## src/rtl/core/jac_pkg.sv

```systemverilog
// jac_pkg: shared types and constants for the joystick axis conditioner.
// No dependencies; used by joystick_axis_conditioner and its checker.
package jac_pkg;

    // Field widths
    localparam int SAMPLE_W   = 12;
    localparam int CENTER_W   = 12;
    localparam int DEADZONE_W = 9;
    localparam int AXIS_W     = 2;
    localparam int POS_W      = 11;
    localparam int CFG_IDX_W  = 2;
    localparam int CFG_DATA_W = 12;

    // Stream data widths, rounded up to whole bytes
    localparam int S_TDATA_W  = 16;
    localparam int M_TDATA_W  = 16;

    // Filter depth default and legal range
    localparam int TAPS_DEFAULT = 5;
    localparam int TAPS_MIN     = 2;
    localparam int TAPS_MAX     = 16;

    // Reset values
    localparam logic [SAMPLE_W-1:0]   HIST_RESET     = 12'd2047;
    localparam logic [CENTER_W-1:0]   CENTER_RESET   = 12'd2047;
    localparam logic [DEADZONE_W-1:0] DEADZONE_RESET = 9'd30;
    localparam logic                  INVERT_RESET   = 1'b0;
    localparam logic [AXIS_W-1:0]     AXIS_RESET     = 2'd0;

    // Register indexes on the configuration port
    typedef enum logic [CFG_IDX_W-1:0] {
        CFG_CENTER   = 2'd0,
        CFG_DEADZONE = 2'd1,
        CFG_INVERT   = 2'd2,
        CFG_AXIS     = 2'd3
    } t_cfg_idx;

endpackage

```

## src/rtl/core/joystick_axis_conditioner.sv

```systemverilog
// joystick_axis_conditioner: top level of the joystick axis conditioner.
// Depends on jac_pkg for widths, reset values and register indexes.
//
// Accepts one 12-bit ADC sample per clock while ready and keeps a moving
// average over the last TAPS samples (a shift line plus a running sum, both
// starting at mid-scale). The average is centered, divided by 8 toward zero,
// optionally negated and forced to zero inside the deadzone. A result goes
// out unless the previous value was zero, so the first zero after motion is
// reported and the very first sample always is. An input transfer loads the
// running sum; the average register and then the result register follow.
// Throughput is one sample per cycle through the three-stage pipeline
// (running sum, reciprocal multiply for the average, scale and deadzone)
// while the output is not stalled. Each stage moves on when the next one is
// free, so bubbles from suppressed results are squeezed out; while a result
// waits in the output register the two earlier stages still take up to two
// more samples before the input stalls. Configuration writes take effect on
// the next cycle and should be made while idle.
module joystick_axis_conditioner #(
    parameter int TAPS = jac_pkg::TAPS_DEFAULT
) (
    input  logic                            i_clk,
    input  logic                            i_rst_n,
    // Configuration write port
    input  logic                            i_cfg_we,
    input  logic [jac_pkg::CFG_IDX_W-1:0]   i_cfg_idx,
    input  logic [jac_pkg::CFG_DATA_W-1:0]  i_cfg_data,
    // Sample stream in
    input  logic                            i_s_axis_tvalid,
    output logic                            o_s_axis_tready,
    input  logic [jac_pkg::S_TDATA_W-1:0]   i_s_axis_tdata,  // [11:0] sample
    // Result stream out
    output logic                            o_m_axis_tvalid,
    input  logic                            i_m_axis_tready,
    output logic [jac_pkg::M_TDATA_W-1:0]   o_m_axis_tdata,  // [10:0] position
    output logic [jac_pkg::AXIS_W-1:0]      o_m_axis_tuser   // [1:0] axis
);

    // Derived sizes: running sum and exact reciprocal for the divide by TAPS
    localparam int TAP_BITS = $clog2(TAPS);
    localparam int SUM_W    = jac_pkg::SAMPLE_W + TAP_BITS;
    localparam int SHIFT    = SUM_W + TAP_BITS;
    localparam int RECIP_W  = SUM_W + 1;
    localparam int PROD_W   = SUM_W + RECIP_W;
    localparam logic [RECIP_W-1:0] RECIP =
        RECIP_W'(((64'd1 << SHIFT) + 64'(TAPS) - 64'd1) / 64'(TAPS));
    localparam logic [SUM_W-1:0] SUM_RESET =
        SUM_W'(TAPS * int'(jac_pkg::HIST_RESET));
    localparam int DIFF_W   = jac_pkg::SAMPLE_W + 1;

    // Configuration registers
    logic [jac_pkg::CENTER_W-1:0]   r_center;
    logic [jac_pkg::DEADZONE_W-1:0] r_deadzone;
    logic                           r_invert;
    logic [jac_pkg::AXIS_W-1:0]     r_axis;

    always_ff @(posedge i_clk) begin
        if (!i_rst_n) begin
            r_center   <= jac_pkg::CENTER_RESET;
            r_deadzone <= jac_pkg::DEADZONE_RESET;
            r_invert   <= jac_pkg::INVERT_RESET;
            r_axis     <= jac_pkg::AXIS_RESET;
        end else if (i_cfg_we) begin
            unique case (jac_pkg::t_cfg_idx'(i_cfg_idx))
                jac_pkg::CFG_CENTER:   r_center   <= i_cfg_data[jac_pkg::CENTER_W-1:0];
                jac_pkg::CFG_DEADZONE: r_deadzone <= i_cfg_data[jac_pkg::DEADZONE_W-1:0];
                jac_pkg::CFG_INVERT:   r_invert   <= i_cfg_data[0];
                jac_pkg::CFG_AXIS:     r_axis     <= i_cfg_data[jac_pkg::AXIS_W-1:0];
                default: ;
            endcase
        end
    end

    // Pipeline occupancy and per-stage advance
    logic r_v1, r_v2, r_out_valid;
    logic ready1, ready2, ready3;
    logic s_xfer;

    assign ready3          = !r_out_valid || i_m_axis_tready;
    assign ready2          = !r_v2 || ready3;
    assign ready1          = !r_v1 || ready2;
    assign o_s_axis_tready = ready1;
    assign s_xfer          = i_s_axis_tvalid && ready1;

    // Stage 1: sample shift line and running sum (the sum is the stage payload)
    logic [jac_pkg::SAMPLE_W-1:0] r_hist [TAPS];
    logic [SUM_W-1:0]             r_sum;
    logic [SUM_W-1:0]             n_sum;
    logic [jac_pkg::SAMPLE_W-1:0] sample;

    assign sample = i_s_axis_tdata[jac_pkg::SAMPLE_W-1:0];
    assign n_sum  = r_sum - SUM_W'(r_hist[TAPS-1]) + SUM_W'(sample);

    always_ff @(posedge i_clk) begin
        if (!i_rst_n) begin
            for (int i = 0; i < TAPS; i++) begin
                r_hist[i] <= jac_pkg::HIST_RESET;
            end
            r_sum <= SUM_RESET;
            r_v1  <= 1'b0;
        end else begin
            if (s_xfer) begin
                r_hist[0] <= sample;
                for (int i = 1; i < TAPS; i++) begin
                    r_hist[i] <= r_hist[i-1];
                end
                r_sum <= n_sum;
            end
            if (ready1) begin
                r_v1 <= i_s_axis_tvalid;
            end
        end
    end

    // Stage 2: average = floor(sum / TAPS) by reciprocal multiply
    logic [PROD_W-1:0]            prod;
    logic [jac_pkg::SAMPLE_W-1:0] r_avg;

    assign prod = PROD_W'(r_sum) * PROD_W'(RECIP);

    always_ff @(posedge i_clk) begin
        if (!i_rst_n) begin
            r_v2 <= 1'b0;
        end else if (ready2) begin
            r_v2 <= r_v1;
        end
    end

    always_ff @(posedge i_clk) begin
        if (ready2 && r_v1) begin
            r_avg <= prod[SHIFT +: jac_pkg::SAMPLE_W];
        end
    end

    // Stage 3: center, divide by 8 toward zero, invert, deadzone
    logic signed [DIFF_W-1:0]        diff;
    logic signed [DIFF_W-1:0]        diff_adj;
    logic signed [DIFF_W-1:0]        quot;
    logic signed [jac_pkg::POS_W-1:0] scaled;
    logic signed [jac_pkg::POS_W-1:0] signed_val;
    logic        [jac_pkg::POS_W-1:0] mag;
    logic signed [jac_pkg::POS_W-1:0] pos;

    always_comb begin
        diff       = signed'({1'b0, r_avg}) - signed'({1'b0, r_center});
        diff_adj   = diff[DIFF_W-1] ? diff + DIFF_W'(7) : diff;
        quot       = diff_adj >>> 3;
        scaled     = quot[jac_pkg::POS_W-1:0];
        signed_val = r_invert ? -scaled : scaled;
        mag        = signed_val[jac_pkg::POS_W-1] ? unsigned'(-signed_val)
                                                  : unsigned'(signed_val);
        pos        = (mag < jac_pkg::POS_W'(r_deadzone)) ? '0 : signed_val;
    end

    // Output register and zero-run tracking
    logic                        r_last_zero;
    logic [jac_pkg::POS_W-1:0]   r_pos;
    logic [jac_pkg::AXIS_W-1:0]  r_out_axis;

    always_ff @(posedge i_clk) begin
        if (!i_rst_n) begin
            r_out_valid <= 1'b0;
            r_last_zero <= 1'b0;
        end else if (ready3) begin
            r_out_valid <= r_v2 && !r_last_zero;
            if (r_v2) begin
                r_last_zero <= (pos == '0);
            end
        end
    end

    always_ff @(posedge i_clk) begin
        if (ready3 && r_v2) begin
            r_pos      <= pos;
            r_out_axis <= r_axis;
        end
    end

    assign o_m_axis_tvalid = r_out_valid;
    assign o_m_axis_tdata  = {{(jac_pkg::M_TDATA_W - jac_pkg::POS_W){1'b0}}, r_pos};
    assign o_m_axis_tuser  = r_out_axis;

endmodule

```

## config.mk

```make
export PLATFORM = sky130hd
export DESIGN_NAME = joystick_axis_conditioner
export DESIGN_NICKNAME = d
export VERILOG_FILES = /design/src/rtl/core/jac_pkg.sv /design/src/rtl/core/joystick_axis_conditioner.sv
export SDC_FILE = /design/constraint.sdc
export NUM_CORES = 1
export LEC_CHECK = 0
export BUFFER_PORTS_ARGS = -buffer_cell sky130_fd_sc_hd__buf_2
export CAP_MARGIN = 10
export CELL_PAD_IN_SITES_DETAIL_PLACEMENT = 1
export CELL_PAD_IN_SITES_GLOBAL_PLACEMENT = 1
export CORE_MARGIN = 10
export CORE_UTILIZATION = 45
export CTS_CLUSTER_DIAMETER = 120
export DETAILED_ROUTE_END_ITERATION = 16
export GPL_TIMING_DRIVEN = 0
export PLACE_DENSITY = 0.85
export SYNTH_ARGS = -nofsm -noshare
export SYNTH_HDL_FRONTEND = slang
export SYNTH_SLANG_ARGS = --single-unit
export TNS_END_PERCENT = 30
```

## constraint.sdc

```tcl
create_clock -name i_clk -period 6.49 [get_ports i_clk]
set_clock_uncertainty 0.05 [all_clocks]
set_input_delay 1.298 -clock i_clk [delete_from_list [all_inputs] [get_ports i_clk]]
set_output_delay 1.298 -clock i_clk [all_outputs]
set_load 0.05 [all_outputs]
```

Yosys cells after proc, flatten, opt, wreduce, memory -nomap -nowiden. Memories as Yosys holds them, arrays and structs flattened. Cells that the tools add are included.

Bits in registers: 68. Bits in writable memories: 60. Input port bits: 35. Output and inout bits: 20. Word-level logic and storage cells: 60. Memories: 1.

Memory list: r_hist (depth 5, bits a word 12, read ports 5, clocked after Yosys merged registers in 0, write ports 5, RTL line joystick_axis_conditioner.sv:85) `logic [jac_pkg::SAMPLE_W-1:0] r_hist [TAPS];`.

$add $sub $neg: 6. $mul: 1. Order comparisons: 1. Equal/unequal tests: 3. Muxes and demuxes: 13. Bitwise logic cells: 5. Reductions and logical operators: 18.

Operators by type and width (count): $mux 12 (5); $mux 11 (3); $mul 15x16->30 const B (1); $add 15x12->15 (1); $sub 15x12->15 (1); $add 13x4->13 const B (1); $mux 13 (1); $sub 12x12->13 (1); $logic_not 11->1 (1); $lt 11x9->1 (1); $neg 10->11 (1); $neg 11->11 (1); $reduce_and 2->1 (5); $or 1x1->1 (5); $eq 2x2->1 const B (2); $logic_and 1x1->1 (4); $logic_not 1->1 (4); $mux 1 (4); $logic_or 1x1->1 (3); $eq 2x1->1 const B (1); $logic_not 2->1 (1).

Depth between registers and ports, before layout. Gate-level depths: netlist (run 1).

Depth after elaboration: 10. Gate-level depth with buffers: 27.

Least setup slack after synthesis (run 1). OpenSTA, ideal clock, no wires.

Kind: reg2reg. Start: register r_sum[13]. End: register r_avg[11] (netlist name), data pin. Library setup time: 260 ps. Arrival: 5837 ps. Data required time: 6180 ps. Path slack: 343 ps. Stages on the path, launching flop included: 20. Path through: dfxtp_1 > inv_1 > ha_1 > inv_1 > fa_1 > fa_1 > fa_1 > fa_1 > fa_1 > ha_1 > a221o_1 > or3_1 > a221oi_1 > o31a_1 > a2111o_1 > a21boi_1 > o21a_1 > or4_1 > a31oi_1 > xnor2_1.

Longest elaborated chain between the ends: 1.

Ends and longest elaborated chain: start, declared (RTL line joystick_axis_conditioner.sv:86) `logic [SUM_W-1:0] r_sum;`; start signal, assigned (RTL line joystick_axis_conditioner.sv:106) `r_sum <= n_sum;`; $mul 15x16->30 (RTL line joystick_axis_conditioner.sv:118) `assign prod = PROD_W'(r_sum) * PROD_W'(RECIP);`; via prod[29] (RTL line joystick_axis_conditioner.sv:115) `logic [PROD_W-1:0] prod;`; end signal, assigned (RTL line joystick_axis_conditioner.sv:130) `r_avg <= prod[SHIFT +: jac_pkg::SAMPLE_W];`; end, declared (RTL line joystick_axis_conditioner.sv:116) `logic [jac_pkg::SAMPLE_W-1:0] r_avg;`.

The timed path passes the listed nets, and every way through them passes these cells. A chain may end at the register's enable or synchronous reset.

Worst setup path after layout (run 1).
Start: register r_sum[4]. End: register r_avg[11] (netlist name), data pin.

The elaborated chain is that of the path after synthesis.

==> flow_metrics.tcl, run 1 <==
set metrics [dict create \
    drc 0 \
    synth.avg_cell_area_um2 10.3 \
    hold-path-cell-count 0 \
    crit_buf_inv 4 \
    hold_ws_ns 0.395 \
    clkTransAtPathRegs_ns 0.06 \
    worst_pin_slew_ns 0.927 \
    r2r_setup_slack_ns 0.12 \
    cts_tree "built" \
    dp.final_hpwl_um 22300 \
    io_pins 55 \
    min_period_ns 6.37 \
    root_buffer "clkbuf_16" \
    htree_levels 4 \
    r2r-start "r_sum[4]" \
    rsz0062_at_grt "yes" \
    nNetsFinal 1362 \
    crit_chain "inv_2, ha_1, inv_2, fa_2, fa_1, inv_1, fa_1, inv_1, fa_2, fa_1, ha_1, a221o_1, or3_4, a221oi_4, o31a_1, a2111o_1, a21boi_2, o21a_1, or4_4, a31oi_4, xnor2_1" \
    synth.most_common_cell "inv_1" \
    synth-main-ff-cell "edfxtp_1" \
    grt_pass1_wl_um 48100 \
    antenna_found_initial 0 \
    detail-route-antenna-nets 0 \
    syn_inst 1034 \
    hold_viol 0 \
    clockBufferDepth 2 \
    setup_viol 0 \
    cts.sinks 128 \
    ys_warn_count 0 \
    wire_per_inst_um 21.3 \
    drt_iter0_markers 496 \
    die_h_um 173 \
    fmax_ghz 0.157 \
    synth-edff-count 85 \
    clk_latency_ns 0.44 \
    relSlewSlack_pct 38.0 \
    cpPeakStageDelay_ns 0.53 \
    hp-class "flop to flop" \
    crit_start "r_sum[4]" \
    dp_slack_ns -0.426 \
    cp.required_ns 6.62 \
    synth_top_area_share_pct 24.1 \
    via_count 7966 \
    grt_start_max_net_pins 35 \
    gp_congestion 0.896 \
    die_w_um 173 \
    start_kind "flop" \
    rows 56 \
    arrival_ns 6.50 \
    numCtsBuffers 17 \
    viasPerCell 5.52 \
    dieArea_um2 30100 \
    core_area_um2 23300 \
    reg2regPathDepth 21 \
    grt_pass1_vias 8878 \
    crit_family "adder cells" \
    grt_util_all_layers_pct 20.1 \
    syn_area_um2 10600 \
    area_growth_pct 14.2 \
    status "complete, no violations" \
    synth_common_cells "inv_1, ha_1, edfxtp_1, fa_1, nand2_1" \
    start_util_pct 45.4 \
    worst_path_max_delay_cell "fa_1" \
    portBuffers 45 \
    maxCapViolCount 0 \
    drv_slew 0 \
    hp-start "r_axis[0]" \
    fin_crit_sh_pct 98.1 \
    criticalPathCategory "flop to flop" \
    path_max_fanout 5 \
    r2r_end "r_avg[11]" \
    antenna_cells 0 \
    grt_overflow_total 0 \
    worst_hold_path.endpoint "o_m_axis_tuser[0]" \
    cp-end-kind "flop" \
    cp_common_cell "fa_1" \
    synthArstFlopShare_pct 0 \
    drive_gt1_share_pct 18.2 \
    wirelength_um 30700 \
    synth-seq-cells 128 \
    worst_slack_ns 0.124 \
    synth_area_leaders "edfxtp_1, ha_1, fa_1" \
    firstDrtPassIters 6 \
    ys_types 86 \
    yosys.area.top_type "edfxtp_1" \
    yosysSeqAreaShare_pct 32.2 \
]
[final cells by class]
cell class                      instances  area, um2
Buffer                                 27        128
Multi-Input combinational cell        702       6540
Clock inverter                         15        198
Tap cell                              319        399
Timing Repair Buffer                   54        305
Inverter                              180        676
Fill cell                            2584      11200
Sequential cell                       128       3430
Clock buffer                           17        425
[cell families after synthesis]
logic type	count (synthesis)	synth area share, %
AND/OR/NAND/NOR	260	13.0
flip-flops	128	32.2
AO/OA/AOI/OAI	164	11.3
adder cells (fa/ha/maj)	217	30.7
other	1	0.0354
XOR/XNOR	50	4.56
buffers and inverters	208	7.61
multiplexers	6	0.567
[flip-flops by register name, indices dropped and copies added, names as in the netlist]
name and flops:
r_avg 12, r_center 12, r_axis 2, r_hist 60
r_v2 1, r_v1 1, r_invert 1, r_sum 15
o_m_axis_tuser 2, o_m_axis_tvalid 1, r_last_zero 1, r_deadzone 9
r_pos 11
[metal layers]
layer	global-route usage (%)	part of all wire [%]	wire length [um]	vias up
met1	21.7	38	11700	4020
met4	9.38	4.0	1220	0
met3	2.74	3.7	1120	82
met2	37.9	54	16700	213
met5	0	0	0	-
li1	-	-	-	3651
[how the worst max path moves through the flow]
stage | endpoint | slack (ns) | cells past startpoint
CTS | r_avg[11] | 0.003 | 18
detailed placement | r_avg[11] | -0.43 | 21
floorplan | r_avg[11] | 0.34 | 19
finish | r_avg[11] | 0.12 | 21
global route | r_avg[11] | -0.05 | 19
global placement | r_avg[11] | -0.32 | 21
[layout by cell type, fill, tap and decap left out, drive strengths merged, types with 7 or more instances in the layout]
| cell type | netlist | routed |
|---|---|---|
| xor2 | 15 | 15 |
| inv | 179 | 186 |
| nor3 | 12 | 12 |
| o211ai | 26 | 26 |
| dfxtp | 43 | 43 |
| and2 | 7 | 7 |
| xnor2 | 35 | 35 |
| ha | 145 | 145 |
| nand3 | 23 | 23 |
| nor2 | 44 | 44 |
| buf | 6 | 60 |
| a21boi | 12 | 12 |
| fa | 72 | 72 |
| and3 | 10 | 10 |
| o21ai | 33 | 33 |
| nand2b | 11 | 11 |
| nor2b | 13 | 13 |
| a211oi | 7 | 7 |
| edfxtp | 85 | 85 |
| clkbuf | 22 | 38 |
| or2 | 48 | 48 |
| a31oi | 7 | 7 |
| nand2 | 67 | 67 |
| a21oi | 27 | 27 |
[per-stage QoR]
step / TNS, ns / instance area [um2] / utilization [%] / std cells
global route: -0.106 / 12100 / 51.9 / 1442
global placement: -0.488 / 11200 / 48.2 / 1402
detailed placement: -2.23 / 11300 / 48.3 / 1404
CTS: 0 / 12000 / 51.4 / 1439
floorplan: 0 / 10600 / - / 1038
finish: 0 / 12100 / 51.9 / 1442
[what timing repair did]
| action | CTS | global route |
|---|---|---|
| pin swaps | 5 | 8 |
| hold buffers | 0 | 0 |
| cloned | 0 | 0 |
| setup endpoints to repair | 13 | 14 |
| resized for setup | 17 | 23 |
| setup buffers | 3 | 4 |
Power of run 1 is not shown: default switching activity piles up to over one toggle a cycle in this logic, so the estimate is an artifact.
==> run 2, diff against run 1 <==
- MAX_ROUTING_LAYER: not set -> met4
- SLEW_MARGIN: not set -> 20
==> run 2 against run 1 <==
  * Clock-buffer cell count increased by 1
  * Wire length increased by 0.96%
  * Worst hold slack got worse by 0.0021 ns
  * Cell area decreased by 0.14%
  * Global-route usage increased by 0.83 points
  * Critical path depth decreased by 2
  * Critical path type unchanged
==> flow_metrics.tcl, run 2 (same netlist as run 1, synthesis figures left out) <==
set metrics [dict create \
    drt_iter0_markers 399 \
    r2r_end "r_avg[11]" \
    cp-end-kind "flop" \
    maxCapViolCount 0 \
    hold_viol 0 \
    endpoint "r_avg[11]" \
    grt_pass1_vias 8974 \
    criticalPathCategory "flop to flop" \
    detail-route-antenna-nets 0 \
    io_pins 55 \
    grt_pass1_wl_um 48700 \
    status "complete, no violations" \
    fin_crit_sh_pct 99.5 \
    crit_chain "inv_2, ha_2, fa_1, fa_1, fa_1, inv_1, fa_2, fa_1, ha_1, a221o_1, or3_4, a221oi_4, o31a_1, a2111o_1, a21boi_1, o21a_1, or4_4, a31oi_4, xnor2_1" \
    dp.final_hpwl_um 23000 \
    cpPeakStageDelay_ns 0.60 \
    numCtsBuffers 17 \
    worst_path_max_delay_cell "fa_1" \
    start_kind "flop" \
    antenna_found_initial 0 \
    cts_tree "built" \
    clkTransAtPathRegs_ns 0.06 \
    largest_register_ffs 60 \
    die_w_um 173 \
    cts.sinks 128 \
    path_max_fanout 5 \
    rsz0062_at_grt "yes" \
    final_cell_mix "inv_1, ha_1, edfxtp_1" \
    clockBufferDepth 2 \
    drv_slew 0 \
    clk_latency_ns 0.44 \
    wire_per_inst_um 21.4 \
    r2r-start "r_sum[13]" \
    viasPerCell 5.53 \
    arrival_ns 6.59 \
    firstDrtPassIters 4 \
    setup_viol 0 \
    via_count 7992 \
    max_flop_register "r_hist" \
    worst_pin_slew_ns 0.755 \
    reg2regPathDepth 19 \
    drive_gt1_share_pct 17.9 \
    wirelength_um 31000 \
    grt_overflow_total 0 \
    gp_congestion 0.894 \
    hp-class "flop to flop" \
    dieArea_um2 30100 \
    drc 0 \
    final_util_pct 51.8 \
    core_area_um2 23300 \
    grt_util_all_layers_pct 20.9 \
    root_buffer "clkbuf_16" \
    rows 56 \
    final_common_cell "inv_1" \
    min_period_ns 6.46 \
    fmax_ghz 0.155 \
    relSlewSlack_pct 49.4 \
    portBuffers 45 \
    fillers 2581 \
    start_util_pct 45.4 \
    top_regs "r_hist (60), r_sum (15)" \
    area_growth_pct 14.0 \
    htree_levels 4 \
    antenna_cells 0 \
    grt_start_max_net_pins 61 \
    die_h_um 173 \
    cp_common_cell "fa_1" \
    crit_start "r_sum[13]" \
    cp.required_ns 6.62 \
    nNetsFinal 1365 \
    r2r_setup_slack_ns 0.03 \
]
==> run 2: cell count changes in the layout (fill, tap and decap cells not counted), moves of 2 or more <==
cell      before  now
dfxtp_1       33   35
fa_2           6    4
clkinv_2       0    2
inv_8          4    0
inv_4          0    2
dfxtp_4        2    5
dfxtp_2        8    3
buf_4         13   15
inv_6          3    5
fa_1          66   68
==> run 2: worst min-delay path by stage <==
| stage | start | cells after the start | to | slack, ns |
|---|---|---|---|---|
| 2_1_floorplan | r_axis[0] | 0 | o_m_axis_tuser[0] | 0.36 |
| 5_1_grt | r_axis[0] | 0 | o_m_axis_tuser[0] | 0.42 |
| 3_3_place_gp | r_axis[1] | 0 | o_m_axis_tuser[1] | 0.37 |
| 4_1_cts | r_axis[0] | 0 | o_m_axis_tuser[0] | 0.39 |
| 3_5_place_dp | r_axis[0] | 0 | o_m_axis_tuser[0] | 0.38 |
| 6_report | r_axis[0] | 0 | o_m_axis_tuser[0] | 0.39 |
==> run 2: metal layers <==
metal | track usage [%] | wire, um | vias to the layer above
met5 | - | 0 | -
met2 | 38.8 | 16800 | 201
met4 | 9.34 | 1340 | 0
li1 | - | - | 3660
met3 | 3.31 | 976 | 89
met1 | 21.3 | 11900 | 4042
==> run 2: worst max-delay path, delay by kind of cell (launching register included) <==
family                   cells  cell delay (ns)
AO/OA/AOI/OAI                7             1.51
XOR/XNOR                     1             0.09
adder cells (fa/ha/maj)      7             3.23
buffers and inverters        2             0.14
flip-flops                   1             0.37
AND/OR/NAND/NOR              2             0.81
==> run 2: metrics by stage <==
| stage | instance area [um2] | instances | hold WS (ns) | TNS [ns] | worst slack, ns |
|---|---|---|---|---|---|
| global route | 12100 | 1445 | 0.416 | -0.174 | -0.0971 |
| CTS | 12000 | 1437 | 0.392 | 0 | 0.0222 |
| detailed placement | 11300 | 1403 | 0.382 | -1.70 | -0.572 |
| floorplan | 10600 | 1038 | 0.358 | 0 | 0.343 |
| global placement | 11200 | 1402 | 0.370 | -0.524 | -0.321 |
| finish | 12100 | 1445 | 0.393 | 0 | 0.0301 |
==> run 2: layout make-up <==
| cell class | instances | area [um2] | area share [%] |
|---|---|---|---|
| Multi-Input combinational cell | 702 | 6520 | 54.0 |
| Sequential cell | 128 | 3440 | 28.4 |
| Inverter | 180 | 676 | 5.59 |
| Clock buffer | 18 | 439 | 3.63 |
| Tap cell | 319 | 399 | 3.30 |
| Timing Repair Buffer | 56 | 328 | 2.71 |
| Clock inverter | 14 | 151 | 1.25 |
| Buffer | 28 | 131 | 1.09 |
==> run 2: repair_timing <==
action,in CTS,in global routing
endpoints found under the setup margin,12,14
buffers inserted,2,8
pin swaps,7,10
gates resized for setup,17,17
hold buffers,0,0
endpoints found under the hold margin,0,0
Power of run 2 is left out for the same reason.
